--- src/design/uhts_pkg.sv ---
// Shared widths, codes and payload types of the USB host transfer sequencer.
`timescale 1ns / 1ps

package uhts_pkg;

  // Field widths
  localparam int REQ_W    = 2;
  localparam int LEN_W    = 16;
  localparam int CNT_W    = 10;
  localparam int ACT_W    = 3;
  localparam int STS_W    = 2;
  localparam int TICK_W   = 16;
  localparam int CFG_IDX_W = 2;
  localparam int CFG_DAT_W = 16;

  // Setup packet length
  localparam logic [CNT_W-1:0] SETUP_BYTES = 10'd8;

  // Register reset values
  localparam logic [CNT_W-1:0]  MPS_RESET   = 10'd64;
  localparam logic [TICK_W-1:0] TLIM_RESET  = 16'd1000;

  // Configuration register indexes
  localparam logic [CFG_IDX_W-1:0] REG_MAX_PACKET = 2'd0;
  localparam logic [CFG_IDX_W-1:0] REG_TIMEOUT    = 2'd1;

  // Request kinds
  localparam logic [REQ_W-1:0] REQ_START = 2'd0;
  localparam logic [REQ_W-1:0] REQ_EVENT = 2'd1;
  localparam logic [REQ_W-1:0] REQ_TICK  = 2'd2;

  // Actions
  localparam logic [ACT_W-1:0] ACT_SETUP      = 3'd0;
  localparam logic [ACT_W-1:0] ACT_REQ_IN     = 3'd1;
  localparam logic [ACT_W-1:0] ACT_OUT_DATA   = 3'd2;
  localparam logic [ACT_W-1:0] ACT_UNLOAD     = 3'd3;
  localparam logic [ACT_W-1:0] ACT_STATUS_OUT = 3'd4;
  localparam logic [ACT_W-1:0] ACT_STATUS_IN  = 3'd5;
  localparam logic [ACT_W-1:0] ACT_CLEAR      = 3'd6;
  localparam logic [ACT_W-1:0] ACT_DONE       = 3'd7;

  // Done status codes
  localparam logic [STS_W-1:0] ST_OK     = 2'd0;
  localparam logic [STS_W-1:0] ST_STALL  = 2'd1;
  localparam logic [STS_W-1:0] ST_NORESP = 2'd2;

  // One request item as held in the input register
  typedef struct packed {
    logic [REQ_W-1:0] req_type;
    logic             is_control;
    logic             dir_in;
    logic [LEN_W-1:0] total_length;
    logic             tx_pending;
    logic             rx_ready;
    logic             got_stall;
    logic             got_error;
    logic             got_nak_timeout;
    logic [CNT_W-1:0] rx_count;
  } req_item_t;

  // One result entry, without the last mark
  typedef struct packed {
    logic [ACT_W-1:0] action;
    logic [CNT_W-1:0] byte_count;
    logic [STS_W-1:0] done_status;
  } res_item_t;

endpackage

--- src/design/uhts_req_if.sv ---
// Request channel: start, endpoint status event and timer tick transactions.
`timescale 1ns / 1ps

interface uhts_req_if;
  logic                        valid;
  logic                        ready;
  logic [uhts_pkg::REQ_W-1:0]  req_type;
  logic                        is_control;
  logic                        dir_in;
  logic [uhts_pkg::LEN_W-1:0]  total_length;
  logic                        tx_pending;
  logic                        rx_ready;
  logic                        got_stall;
  logic                        got_error;
  logic                        got_nak_timeout;
  logic [uhts_pkg::CNT_W-1:0]  rx_count;

  modport source (
    output valid, req_type, is_control, dir_in, total_length, tx_pending,
           rx_ready, got_stall, got_error, got_nak_timeout, rx_count,
    input  ready
  );

  modport sink (
    input  valid, req_type, is_control, dir_in, total_length, tx_pending,
           rx_ready, got_stall, got_error, got_nak_timeout, rx_count,
    output ready
  );
endinterface

--- src/design/uhts_res_if.sv ---
// Result channel: one command or completion per transaction.
`timescale 1ns / 1ps

interface uhts_res_if;
  logic                        valid;
  logic                        ready;
  logic [uhts_pkg::ACT_W-1:0]  action;
  logic [uhts_pkg::CNT_W-1:0]  byte_count;
  logic [uhts_pkg::STS_W-1:0]  done_status;
  logic                        last;

  modport source (
    output valid, action, byte_count, done_status, last,
    input  ready
  );

  modport sink (
    input  valid, action, byte_count, done_status, last,
    output ready
  );
endinterface

--- src/design/uhts_cfg_if.sv ---
// Configuration write channel: register index and write data.
`timescale 1ns / 1ps

interface uhts_cfg_if;
  logic                            valid;
  logic                            ready;
  logic [uhts_pkg::CFG_IDX_W-1:0]  index;
  logic [uhts_pkg::CFG_DAT_W-1:0]  data;

  modport source (
    output valid, index, data,
    input  ready
  );

  modport sink (
    input  valid, index, data,
    output ready
  );
endinterface

--- src/design/usb_host_transfer_sequencer.sv ---
// Top level of the USB host transfer sequencer.
`timescale 1ns / 1ps

// Runs one USB host transfer at a time (control: setup, data, status; bulk: data only) and
// issues endpoint commands on the result channel. Each request transaction is taken into an
// input register, decoded against the transfer state, and its zero to three results are
// loaded into a three-entry result register that drains one result per cycle while the sink
// is ready, with last set on the final result of that request. A request that causes several
// results holds the result register until they drain; with single-result requests and a
// ready sink the block takes one request per cycle. The first result is offered from the
// result register once the request has left the input register; a busy result register
// holds the request there. A request that causes no result still passes the input register.
// The result register, not the state logic, sets the sustained rate. Configuration writes
// are always accepted and must be made while no transfer is running.
module usb_host_transfer_sequencer (
  input  logic             clk,
  input  logic             rst,
  uhts_req_if.sink         req,
  uhts_res_if.source       res,
  uhts_cfg_if.sink         cfg
);

  // Transfer phases
  localparam logic [2:0] PH_IDLE       = 3'd0;
  localparam logic [2:0] PH_SETUP      = 3'd1;
  localparam logic [2:0] PH_DATA_IN    = 3'd2;
  localparam logic [2:0] PH_DATA_OUT   = 3'd3;
  localparam logic [2:0] PH_STATUS_OUT = 3'd4;
  localparam logic [2:0] PH_STATUS_IN  = 3'd5;

  typedef struct packed {
    uhts_pkg::res_item_t r;
    logic [2:0]          ph;
  } next_cmd_t;

  // Next data packet, or status stage, or done once no bytes are left
  function automatic next_cmd_t next_data(input logic [uhts_pkg::LEN_W-1:0] bl,
                                          input logic ctrl, input logic dir,
                                          input logic [uhts_pkg::CNT_W-1:0] ps);
    next_cmd_t nc;
    logic [uhts_pkg::LEN_W-1:0] ps_w;
    nc   = '0;
    ps_w = {{(uhts_pkg::LEN_W-uhts_pkg::CNT_W){1'b0}}, ps};
    if (bl != '0) begin
      if (dir) begin
        nc.r.action = uhts_pkg::ACT_REQ_IN;
        nc.ph       = PH_DATA_IN;
      end else begin
        nc.r.action     = uhts_pkg::ACT_OUT_DATA;
        nc.r.byte_count = (bl < ps_w) ? bl[uhts_pkg::CNT_W-1:0] : ps;
        nc.ph           = PH_DATA_OUT;
      end
    end else if (ctrl) begin
      nc.r.action = dir ? uhts_pkg::ACT_STATUS_OUT : uhts_pkg::ACT_STATUS_IN;
      nc.ph       = dir ? PH_STATUS_OUT : PH_STATUS_IN;
    end else begin
      nc.r.action      = uhts_pkg::ACT_DONE;
      nc.r.done_status = uhts_pkg::ST_OK;
      nc.ph            = PH_IDLE;
    end
    return nc;
  endfunction

  function automatic uhts_pkg::res_item_t mk_res(input logic [uhts_pkg::ACT_W-1:0] act,
                                                 input logic [uhts_pkg::CNT_W-1:0] cnt,
                                                 input logic [uhts_pkg::STS_W-1:0] sts);
    uhts_pkg::res_item_t r;
    r.action      = act;
    r.byte_count  = cnt;
    r.done_status = sts;
    return r;
  endfunction

  // Configuration registers
  logic [uhts_pkg::CNT_W-1:0]  max_packet_size;
  logic [uhts_pkg::TICK_W-1:0] timeout_limit;

  // Transfer state
  logic [2:0]                  phase, phase_next;
  logic [uhts_pkg::LEN_W-1:0]  bytes_left, bytes_left_next;
  logic                        control_mode, control_mode_next;
  logic                        direction_in, direction_in_next;
  logic [uhts_pkg::TICK_W-1:0] wait_ticks, wait_ticks_next;

  // Input register
  logic                  in_valid;
  uhts_pkg::req_item_t   in_item;

  // Result register
  logic [1:0]            res_left, res_cnt_next;
  uhts_pkg::res_item_t   res_ent [3];
  uhts_pkg::res_item_t   res_new [3];

  logic process;
  logic res_take;
  logic in_take;

  // Decode helpers
  logic                        waiting_for_rx;
  logic                        complete;
  logic [uhts_pkg::CNT_W-1:0]  pkt_size;
  logic [uhts_pkg::LEN_W-1:0]  pkt_size_w;
  logic [uhts_pkg::LEN_W-1:0]  rx_count_w;
  logic [uhts_pkg::LEN_W-1:0]  out_chunk;
  logic [uhts_pkg::LEN_W-1:0]  bl_after_in;
  logic [uhts_pkg::LEN_W-1:0]  bl_after_out;
  logic [uhts_pkg::TICK_W:0]   ticks_inc;
  logic                        tick_expired;
  next_cmd_t                   nc;

  // Handshakes
  assign res_take  = res.valid && res.ready;
  assign process   = in_valid && ((res_left == 2'd0) || ((res_left == 2'd1) && res.ready));
  assign req.ready = !in_valid || process;
  assign in_take   = req.valid && req.ready;
  assign cfg.ready = 1'b1;

  // Drive result port from the head entry
  assign res.valid       = (res_left != 2'd0);
  assign res.action      = res_ent[0].action;
  assign res.byte_count  = res_ent[0].byte_count;
  assign res.done_status = res_ent[0].done_status;
  assign res.last        = (res_left == 2'd1);

  // Packet arithmetic
  assign waiting_for_rx = (phase == PH_DATA_IN) || (phase == PH_STATUS_IN);
  assign complete       = waiting_for_rx ? in_item.rx_ready : !in_item.tx_pending;
  assign pkt_size       = (max_packet_size == '0) ? 10'd1 : max_packet_size;
  assign pkt_size_w     = {{(uhts_pkg::LEN_W-uhts_pkg::CNT_W){1'b0}}, pkt_size};
  assign rx_count_w     = {{(uhts_pkg::LEN_W-uhts_pkg::CNT_W){1'b0}}, in_item.rx_count};
  assign out_chunk      = (bytes_left < pkt_size_w) ? bytes_left : pkt_size_w;
  assign bl_after_out   = bytes_left - out_chunk;
  assign bl_after_in    = ((rx_count_w >= bytes_left) || (in_item.rx_count < pkt_size))
                          ? '0 : (bytes_left - rx_count_w);
  assign ticks_inc      = {1'b0, wait_ticks} + 17'd1;
  assign tick_expired   = ticks_inc[uhts_pkg::TICK_W] ||
                          (ticks_inc[uhts_pkg::TICK_W-1:0] >= timeout_limit);

  // Decode one request against the transfer state
  always_comb begin
    phase_next        = phase;
    bytes_left_next   = bytes_left;
    control_mode_next = control_mode;
    direction_in_next = direction_in;
    wait_ticks_next   = wait_ticks;
    res_cnt_next      = 2'd0;
    res_new[0]        = '0;
    res_new[1]        = '0;
    res_new[2]        = '0;
    nc                = '0;
    unique case (in_item.req_type)
      uhts_pkg::REQ_START: begin
        if (phase == PH_IDLE) begin
          control_mode_next = in_item.is_control;
          direction_in_next = in_item.dir_in;
          bytes_left_next   = in_item.total_length;
          wait_ticks_next   = '0;
          res_cnt_next      = 2'd1;
          if (in_item.is_control) begin
            res_new[0] = mk_res(uhts_pkg::ACT_SETUP, uhts_pkg::SETUP_BYTES, uhts_pkg::ST_OK);
            phase_next = PH_SETUP;
          end else begin
            nc         = next_data(in_item.total_length, 1'b0, in_item.dir_in, pkt_size);
            res_new[0] = nc.r;
            phase_next = nc.ph;
          end
        end
      end
      uhts_pkg::REQ_EVENT: begin
        if ((phase != PH_IDLE) && complete) begin
          wait_ticks_next = '0;
          if (in_item.got_stall || in_item.got_error || in_item.got_nak_timeout) begin
            res_new[0]   = mk_res(uhts_pkg::ACT_CLEAR, '0, uhts_pkg::ST_OK);
            res_new[1]   = mk_res(uhts_pkg::ACT_DONE, '0,
                                  in_item.got_stall ? uhts_pkg::ST_STALL : uhts_pkg::ST_NORESP);
            res_cnt_next = 2'd2;
            phase_next   = PH_IDLE;
          end else begin
            unique case (phase)
              PH_SETUP: begin
                nc           = next_data(bytes_left, control_mode, direction_in, pkt_size);
                res_new[0]   = nc.r;
                res_cnt_next = 2'd1;
                phase_next   = nc.ph;
              end
              PH_DATA_IN: begin
                nc              = next_data(bl_after_in, control_mode, direction_in, pkt_size);
                res_new[0]      = mk_res(uhts_pkg::ACT_UNLOAD, in_item.rx_count, uhts_pkg::ST_OK);
                res_new[1]      = mk_res(uhts_pkg::ACT_CLEAR, '0, uhts_pkg::ST_OK);
                res_new[2]      = nc.r;
                res_cnt_next    = 2'd3;
                bytes_left_next = bl_after_in;
                phase_next      = nc.ph;
              end
              PH_DATA_OUT: begin
                nc              = next_data(bl_after_out, control_mode, direction_in, pkt_size);
                res_new[0]      = nc.r;
                res_cnt_next    = 2'd1;
                bytes_left_next = bl_after_out;
                phase_next      = nc.ph;
              end
              PH_STATUS_OUT: begin
                res_new[0]   = mk_res(uhts_pkg::ACT_DONE, '0, uhts_pkg::ST_OK);
                res_cnt_next = 2'd1;
                phase_next   = PH_IDLE;
              end
              PH_STATUS_IN: begin
                res_new[0]   = mk_res(uhts_pkg::ACT_CLEAR, '0, uhts_pkg::ST_OK);
                res_new[1]   = mk_res(uhts_pkg::ACT_DONE, '0, uhts_pkg::ST_OK);
                res_cnt_next = 2'd2;
                phase_next   = PH_IDLE;
              end
              default: begin
                phase_next = phase;
              end
            endcase
          end
        end
      end
      uhts_pkg::REQ_TICK: begin
        if (phase != PH_IDLE) begin
          if (tick_expired) begin
            res_new[0]      = mk_res(uhts_pkg::ACT_DONE, '0, uhts_pkg::ST_NORESP);
            res_cnt_next    = 2'd1;
            phase_next      = PH_IDLE;
            wait_ticks_next = '0;
          end else begin
            wait_ticks_next = ticks_inc[uhts_pkg::TICK_W-1:0];
          end
        end
      end
      default: begin
        res_cnt_next = 2'd0;
      end
    endcase
  end

  // Control state, counters and configuration
  always_ff @(posedge clk) begin
    if (rst) begin
      in_valid        <= 1'b0;
      res_left        <= 2'd0;
      phase           <= PH_IDLE;
      bytes_left      <= '0;
      control_mode    <= 1'b0;
      direction_in    <= 1'b0;
      wait_ticks      <= '0;
      max_packet_size <= uhts_pkg::MPS_RESET;
      timeout_limit   <= uhts_pkg::TLIM_RESET;
    end else begin
      // Hold or advance the input register
      if (in_take) begin
        in_valid <= 1'b1;
      end else if (process) begin
        in_valid <= 1'b0;
      end
      // Load a new result group or drop the delivered head
      if (process) begin
        res_left     <= res_cnt_next;
        phase        <= phase_next;
        bytes_left   <= bytes_left_next;
        control_mode <= control_mode_next;
        direction_in <= direction_in_next;
        wait_ticks   <= wait_ticks_next;
      end else if (res_take) begin
        res_left <= res_left - 2'd1;
      end
      // Register writes
      if (cfg.valid) begin
        case (cfg.index)
          uhts_pkg::REG_MAX_PACKET: max_packet_size <= cfg.data[uhts_pkg::CNT_W-1:0];
          uhts_pkg::REG_TIMEOUT:    timeout_limit   <= cfg.data;
          default:                  timeout_limit   <= timeout_limit;
        endcase
      end
    end
  end

  // Payload registers
  always_ff @(posedge clk) begin
    if (in_take) begin
      in_item.req_type        <= req.req_type;
      in_item.is_control      <= req.is_control;
      in_item.dir_in          <= req.dir_in;
      in_item.total_length    <= req.total_length;
      in_item.tx_pending      <= req.tx_pending;
      in_item.rx_ready        <= req.rx_ready;
      in_item.got_stall       <= req.got_stall;
      in_item.got_error       <= req.got_error;
      in_item.got_nak_timeout <= req.got_nak_timeout;
      in_item.rx_count        <= req.rx_count;
    end
    if (process) begin
      res_ent[0] <= res_new[0];
      res_ent[1] <= res_new[1];
      res_ent[2] <= res_new[2];
    end else if (res_take) begin
      res_ent[0] <= res_ent[1];
      res_ent[1] <= res_ent[2];
    end
  end

  // Done always closes the result group of its transaction
  a_done_last: assert property (@(posedge clk) disable iff (rst)
    (res.valid && (res.action == uhts_pkg::ACT_DONE)) |-> res.last)
    else $error("done result not marked last");

  // Tick count stays cleared while no transfer runs
  a_idle_ticks: assert property (@(posedge clk) disable iff (rst)
    (phase == PH_IDLE) |-> (wait_ticks == '0))
    else $error("tick count nonzero while idle");

  // Data phase agrees with the transfer direction
  a_dir_phase: assert property (@(posedge clk) disable iff (rst)
    ((phase == PH_DATA_IN) |-> direction_in) and ((phase == PH_DATA_OUT) |-> !direction_in))
    else $error("data phase disagrees with direction");

  // Setup and status stages exist only in control transfers
  a_status_ctl: assert property (@(posedge clk) disable iff (rst)
    ((phase == PH_STATUS_OUT) || (phase == PH_STATUS_IN) || (phase == PH_SETUP))
      |-> control_mode)
    else $error("control stage in bulk transfer");

  // Byte counts travel only with setup, OUT data and unload
  a_count_act: assert property (@(posedge clk) disable iff (rst)
    (res.valid && (res.byte_count != '0)) |->
      ((res.action == uhts_pkg::ACT_SETUP) || (res.action == uhts_pkg::ACT_OUT_DATA) ||
       (res.action == uhts_pkg::ACT_UNLOAD)))
    else $error("byte count on wrong action");

endmodule

--- src/flat_wrapper.sv ---
// flat-port wrapper written by rule: the top's interface ports become plain ports
module usb_host_transfer_sequencer_flat 
  (clk, rst, req_valid, req_req_type, req_is_control, req_dir_in, req_total_length, req_tx_pending, req_rx_ready, req_got_stall, req_got_error, req_got_nak_timeout, req_rx_count, req_ready, res_valid, res_action, res_byte_count, res_done_status, res_last, res_ready, cfg_valid, cfg_index, cfg_data, cfg_ready);
  uhts_req_if req_i ();
  uhts_res_if res_i ();
  uhts_cfg_if cfg_i ();
  input  logic clk;
  input  logic rst;
  input wire logic [$bits(req_i.valid)-1:0] req_valid;
  input wire logic [$bits(req_i.req_type)-1:0] req_req_type;
  input wire logic [$bits(req_i.is_control)-1:0] req_is_control;
  input wire logic [$bits(req_i.dir_in)-1:0] req_dir_in;
  input wire logic [$bits(req_i.total_length)-1:0] req_total_length;
  input wire logic [$bits(req_i.tx_pending)-1:0] req_tx_pending;
  input wire logic [$bits(req_i.rx_ready)-1:0] req_rx_ready;
  input wire logic [$bits(req_i.got_stall)-1:0] req_got_stall;
  input wire logic [$bits(req_i.got_error)-1:0] req_got_error;
  input wire logic [$bits(req_i.got_nak_timeout)-1:0] req_got_nak_timeout;
  input wire logic [$bits(req_i.rx_count)-1:0] req_rx_count;
  output wire logic [$bits(req_i.ready)-1:0] req_ready;
  output wire logic [$bits(res_i.valid)-1:0] res_valid;
  output wire logic [$bits(res_i.action)-1:0] res_action;
  output wire logic [$bits(res_i.byte_count)-1:0] res_byte_count;
  output wire logic [$bits(res_i.done_status)-1:0] res_done_status;
  output wire logic [$bits(res_i.last)-1:0] res_last;
  input wire logic [$bits(res_i.ready)-1:0] res_ready;
  input wire logic [$bits(cfg_i.valid)-1:0] cfg_valid;
  input wire logic [$bits(cfg_i.index)-1:0] cfg_index;
  input wire logic [$bits(cfg_i.data)-1:0] cfg_data;
  output wire logic [$bits(cfg_i.ready)-1:0] cfg_ready;
  assign req_i.valid = req_valid;
  assign req_i.req_type = req_req_type;
  assign req_i.is_control = req_is_control;
  assign req_i.dir_in = req_dir_in;
  assign req_i.total_length = req_total_length;
  assign req_i.tx_pending = req_tx_pending;
  assign req_i.rx_ready = req_rx_ready;
  assign req_i.got_stall = req_got_stall;
  assign req_i.got_error = req_got_error;
  assign req_i.got_nak_timeout = req_got_nak_timeout;
  assign req_i.rx_count = req_rx_count;
  assign req_ready = req_i.ready;
  assign res_valid = res_i.valid;
  assign res_action = res_i.action;
  assign res_byte_count = res_i.byte_count;
  assign res_done_status = res_i.done_status;
  assign res_last = res_i.last;
  assign res_i.ready = res_ready;
  assign cfg_i.valid = cfg_valid;
  assign cfg_i.index = cfg_index;
  assign cfg_i.data = cfg_data;
  assign cfg_ready = cfg_i.ready;
  usb_host_transfer_sequencer u_core (.clk(clk), .rst(rst), .req(req_i), .res(res_i), .cfg(cfg_i));
endmodule
--- config.mk ---
export PLATFORM = sky130hd
export DESIGN_NAME = usb_host_transfer_sequencer_flat
export DESIGN_NICKNAME = d
export VERILOG_FILES = /design/src/design/uhts_pkg.sv /design/src/design/uhts_req_if.sv /design/src/design/uhts_res_if.sv /design/src/design/uhts_cfg_if.sv /design/src/design/usb_host_transfer_sequencer.sv /design/src/flat_wrapper.sv
export SDC_FILE = /design/constraint.sdc
export NUM_CORES = 1
export LEC_CHECK = 0
export BUFFER_PORTS_ARGS = -buffer_cell sky130_fd_sc_hd__clkbuf_2
export CAP_MARGIN = 5
export CORE_MARGIN = 5
export CORE_UTILIZATION = 44
export DETAILED_ROUTE_END_ITERATION = 7
export PLACE_DENSITY = 0.62
export SYNTH_ARGS = -nofsm -noshare
export SYNTH_HDL_FRONTEND = slang
export SYNTH_SLANG_ARGS = --single-unit
--- constraint.sdc ---
create_clock -name clk -period 5.73 [get_ports clk]
set_input_delay 0.573 -clock clk [delete_from_list [all_inputs] [get_ports clk]]
set_output_delay 0.573 -clock clk [all_outputs]
set_load 0.005 [all_outputs]
### Yosys cells after proc, flatten, opt, wreduce, memory -nomap -nowiden

Memories as Yosys holds them, arrays and structs flattened.
Cells that the tools add are included.

| cells by class | value |
|---|---|
| reduce and logical (&&, ||, !) cells | 37 |
| bitwise operators | 2 |
| multiplexer cells | 80 |
| eq/ne operators | 16 |
| order comparisons | 7 |
| $add $sub $neg | 4 |

Operator list:

| operator | count |
|---|---|
| 16-bit two-way mux | 9 |
| 10-bit two-way mux | 13 |
| 15-bit two-way mux | 8 |
| 15-bit case mux with 5 select lines | 1 |
| 16-bit by 10-bit less-than comparator with 1-bit output | 4 |
| 16-bit case mux with 2 select lines | 2 |
| 16-bit nonzero test | 4 |
| 30-bit two-way mux | 2 |
| 16-bit case mux with 3 select lines | 1 |
| 3-bit two-way mux | 15 |
| 45-bit two-way mux | 1 |
| 15-bit case mux with 3 select lines | 1 |
| 15-bit case mux with 2 select lines | 1 |
| 2-bit two-way mux | 9 |
| 16-bit by 1-bit adder with 17-bit output (second input constant) | 1 |
| 10-bit by 16-bit greater-or-equal comparator with 1-bit output | 1 |
| 16-bit greater-or-equal comparator | 1 |
| 16-bit by 10-bit subtractor with 16-bit output | 1 |
| 16-bit subtractor | 1 |
| 1-bit two-way mux | 13 |
| 2-bit case mux with 3 select lines | 2 |
| 3-bit case mux with 4 select lines | 1 |
| 10-bit zero test | 1 |
| 10-bit less-than comparator | 1 |
| other kinds (26) | 52 |

| word-level totals | value |
|---|---|
| memories kept | 1 |
| RAM bits | 45 |
| register bits after elaboration | 101 |
| output and inout bits | 19 |
| bits of input ports | 58 |

Memories:

| memory | words | bits a word | rd ports | clocked after memory_dff | write ports | RTL line | source |
|---|---|---|---|---|---|---|---|
| u_core.res_ent | 3 | 15 | 3 | 0 | 3 | usb_host_transfer_sequencer.sv:91 | `uhts_pkg::res_item_t res_ent [3];` |

### Longest topological paths before layout

| logic depth | value |
|---|---|
| depth in word-level cells | 14 |
| mapped depth | 26 |
| depth with buffers taken out | 23 |

### Worst setup path after synthesis

OpenSTA, ideal clock, no wires.

| timing | value |
|---|---|
| path type | reg2reg |
| start | register u_core.bytes_left[11] (netlist bit) |
| end | memory u_core.res_ent[0][2] (netlist bit) (data pin) |
| library setup time | 0.144 ns |
| setup slack | 0.712 ns |
| period minus slack after synthesis | 5.018 ns |
| required time | 5.586 ns |
| arrival time | 4.873 ns |
| stages on the path, launching flop included | 25 |
| path through | dfxtp_1 buf_2 or2_1 buf_2 nor3_1 nand2_1 a211oi_1 a21oi_1 buf_1 mux2i_1 ha_1 or3_1 or2_2 o21ai_1 xor2_1 inv_1 ha_1 nor4_1 o21ai_0 a41oi_1 nor2_1 nor4_1 buf_4 mux2_2 o21ai_1 |

RTL lines:

| what | RTL line | source |
|---|---|---|
| start, declared | usb_host_transfer_sequencer.sv:80 | `logic [uhts_pkg::LEN_W-1:0] bytes_left, bytes_left_next;` |
| start signal, assigned | usb_host_transfer_sequencer.sv:261 | `bytes_left <= bytes_left_next;` |
| end, declared | usb_host_transfer_sequencer.sv:91 |  |

==> impl_metrics.toml <==
[die]
die_h_um = 162
die_area_sq_um = 26300
core_sq_um = 22700
die_x_um = 162
rows = 55
start_util = 0.448
ios = 77

[synthesis]
syn_area_per_cell_sq_um = 8.84
syn_inst = 1152
yosysWarnings = 0
syn_area_sq_um = 10200
synth_edf_count = 78
ys_async_sr_fraction = 0
ys_seq_area_frac = 0.360
synth_ff_type = "edfxtp_1"
syn_nets = 1301
ys_seq_elements = 144
ys_types = 80

[cells_and_area]
most-common-layout-cells = "114 x nor2_1, 93 x a21oi_1, 89 x ha_1, 85 x nand2_1, 78 x edfxtp_1"
layout_commonest_cell = "nor2_1"
drive_above_1_share = 0.162
syn_to_final_growth_pct = 13.8
stdcell_area_sq_um = 11600
layout.cells.non_filler = 1523
num-nets-final = 1374
fin_util = 0.510
diodes = 0
fill_cells = 2205

[cts]
htree_levels = 4
clkSlewWorstSetupHoldPaths_ps = 70
clock_insertion_delay_worst_skew_ps = 440
clock_path_buffers = 2
cts_tree = "yes"
cts_buffers = 17
ctsHoldBuffers = 0
clockRootBuffer = "clkbuf_16"
clock-sinks = 144

[worst_hold_path]
min-delay-start = "req_total_length[1]"
hp-class = "in2reg"

[power]
powerDensity_nw_per_um2 = 298
ir_drop_mv = 0.136
p_leak_nw = 4.74
total_power_mw = 3.46

[timing]
period_minus_slack_ps = 5520
slew_headroom = 0.111
hold_violations = 0
tns_ps = 0
tightest_slew_ps = 1300
setup_viol = 0
worst_slack_ps = 211
timing.final.max_slew_violations = 0
fmax_mhz = 181
fin_worst_hold_slack_ps = 306
fin_skew_ps = 14.9
min_period_over_period = 0.963

[job]
drv_cap = 0

[critical_path]
critical_path_class = "reg2reg"
cp.required_ps = 5880
end_kind = "flip-flop"
cp-startpoint = "u_core.bytes_left[14]"
crit_path_max_incr_delay_ps = 450
r2r-start = "u_core.bytes_left[14]"
path_cells = "or3_4 > nor3_4 > nand2_1 > a211oi_2 > a21oi_1 > buf_4 > nor2_1 > a21o_1 > inv_1 > ha_1 > nor2b_1 > o2111a_1 > or4_1 > and2_1 > ha_1 > nor4_2 > o21ai_0 > a41oi_1 > nor2_1 > nor4_4 > buf_6 > mux2i_1 > o21ai_1"
crit_family = "simple AND/OR/NAND/NOR gates"
arrival_ps = 5670
critPathBufInv = 3
startpoint_type = "flip-flop"
worstPathMaxFanout = 12
crit_path_top_delay_cell = "or4_1"

[route]
ant_nets = 0
drt-wirelength-per-cell_um = 21.4
drt_wl_total_um = 32500
route.detailed.drc = 0
viasPerCell = 6.07
vias = 9250
firstDrtPassIters = 6
drt_first_iter_violations = 1003

[place]
post-place-ws_ps = 21.6
hpwl_um = 24800
place_area_sq_um = 10900
placed_cells = 1489
io_buffers = 75
gp_congestion = 1.04

[global_route]
grt_pass1_vias = 8795
overflow = 0
grt_pass1_wl_um = 50500
grt_usage = 0.248
grt_antenna_before_repair = 1
grt_max_degree = 58

[outcome]
outcome = "finished, final reports clean"
final timing paths:
path                                                end  slack, ps  cells past startpoint
worst min register to register  u_core.timeout_limit[1]        460                      2
worst min-delay path                 u_core.in_item[16]        310                      1
worst max register to register     u_core.res_ent[0][5]        210                     23
worst max-delay path               u_core.res_ent[0][5]        210                     23
power by group:
group	switching [mW]	internal (mW)	leakage, nW
clock	0.504	0.596	0.289
sequential	0.0663	1.21	1.31
combinational	0.655	0.430	3.15
total	1.23	2.23	4.74
layer usage:
| layer | vias to the layer above | part of all wire | global-route usage |
|---|---|---|---|
| met5 | - | 0.00040 | 0 |
| met3 | 54 | 0.089 | 0.0553 |
| li1 | 4424 | - | - |
| met1 | 4353 | 0.47 | 0.370 |
| met4 | 2 | 0.024 | 0.0780 |
| met2 | 417 | 0.41 | 0.354 |
kinds of logic (layout without fill, tap and decap cells):
kind of cell	after synthesis	count (layout)	share of synthesized area
XOR/XNOR	33	33	0.0284
buffers and inverters	131	217	0.0554
adder cells (fa/ha/maj)	92	92	0.114
multiplexers	26	26	0.0257
flip-flops	144	144	0.360
other	1	1	0.000368
AO/OA/AOI/OAI	337	337	0.222
AND/OR/NAND/NOR	388	388	0.194
cell type report:
cell class | instances | area (sq um) | share of cell area
Clock inverter | 14 | 119 | 0.0103
Clock buffer | 18 | 450 | 0.0389
Timing Repair Buffer | 123 | 739 | 0.0638
Inverter | 62 | 233 | 0.0201
Sequential cell | 144 | 3680 | 0.317
Multi-Input combinational cell | 877 | 6020 | 0.519
Tap cell | 285 | 357 | 0.0308
flip-flops by register name, indices dropped and copies added, names as in the netlist:
signal                  cells
u_core.timeout_limit       16
u_core.bytes_left          16
u_core.phase                3
u_core.res_ent             43
u_core.control_mode         1
u_core.in_item             35
u_core.res_left             2
u_core.direction_in         1
u_core.in_valid             1
u_core.wait_ticks          16
u_core.max_packet_size     10
synth_stat cells (all sizes together) (8+ instances only):
library cell	n	area (sq um)
o21ai	58	290
nand4	12	75.1
nand2	85	319
buf	27	174
edfxtp	78	2340
a22oi	22	165
nor2b	10	62.6
o211ai	22	165
inv	62	233
o21a	15	113
xor2	13	114
o221a	8	90.1
nand3	18	90.1
mux2i	25	250
xnor2	20	175
nor2	114	428
dfxtp	66	1320
a211oi	15	113
o311ai	8	70.1
or3	10	62.6
nor4	18	134
ha	89	1110
a21o	29	218
nor3b	12	90.1
nand2b	15	93.8
a21oi	95	479
clkbuf	42	158
and2	20	125
and3	13	81.3
nor3	26	135
timing repair:
| item | in CTS | in global routing |
|---|---|---|
| buffers inserted | 0 | 1 |
| setup endpoints to repair | 2 | 10 |
| gates cloned | 0 | 1 |
| pin swaps | 0 | 3 |
| resized for setup | 1 | 22 |
| endpoints found under the hold margin | 0 | 0 |
Note: power is estimated with default switching activity, not from simulation.
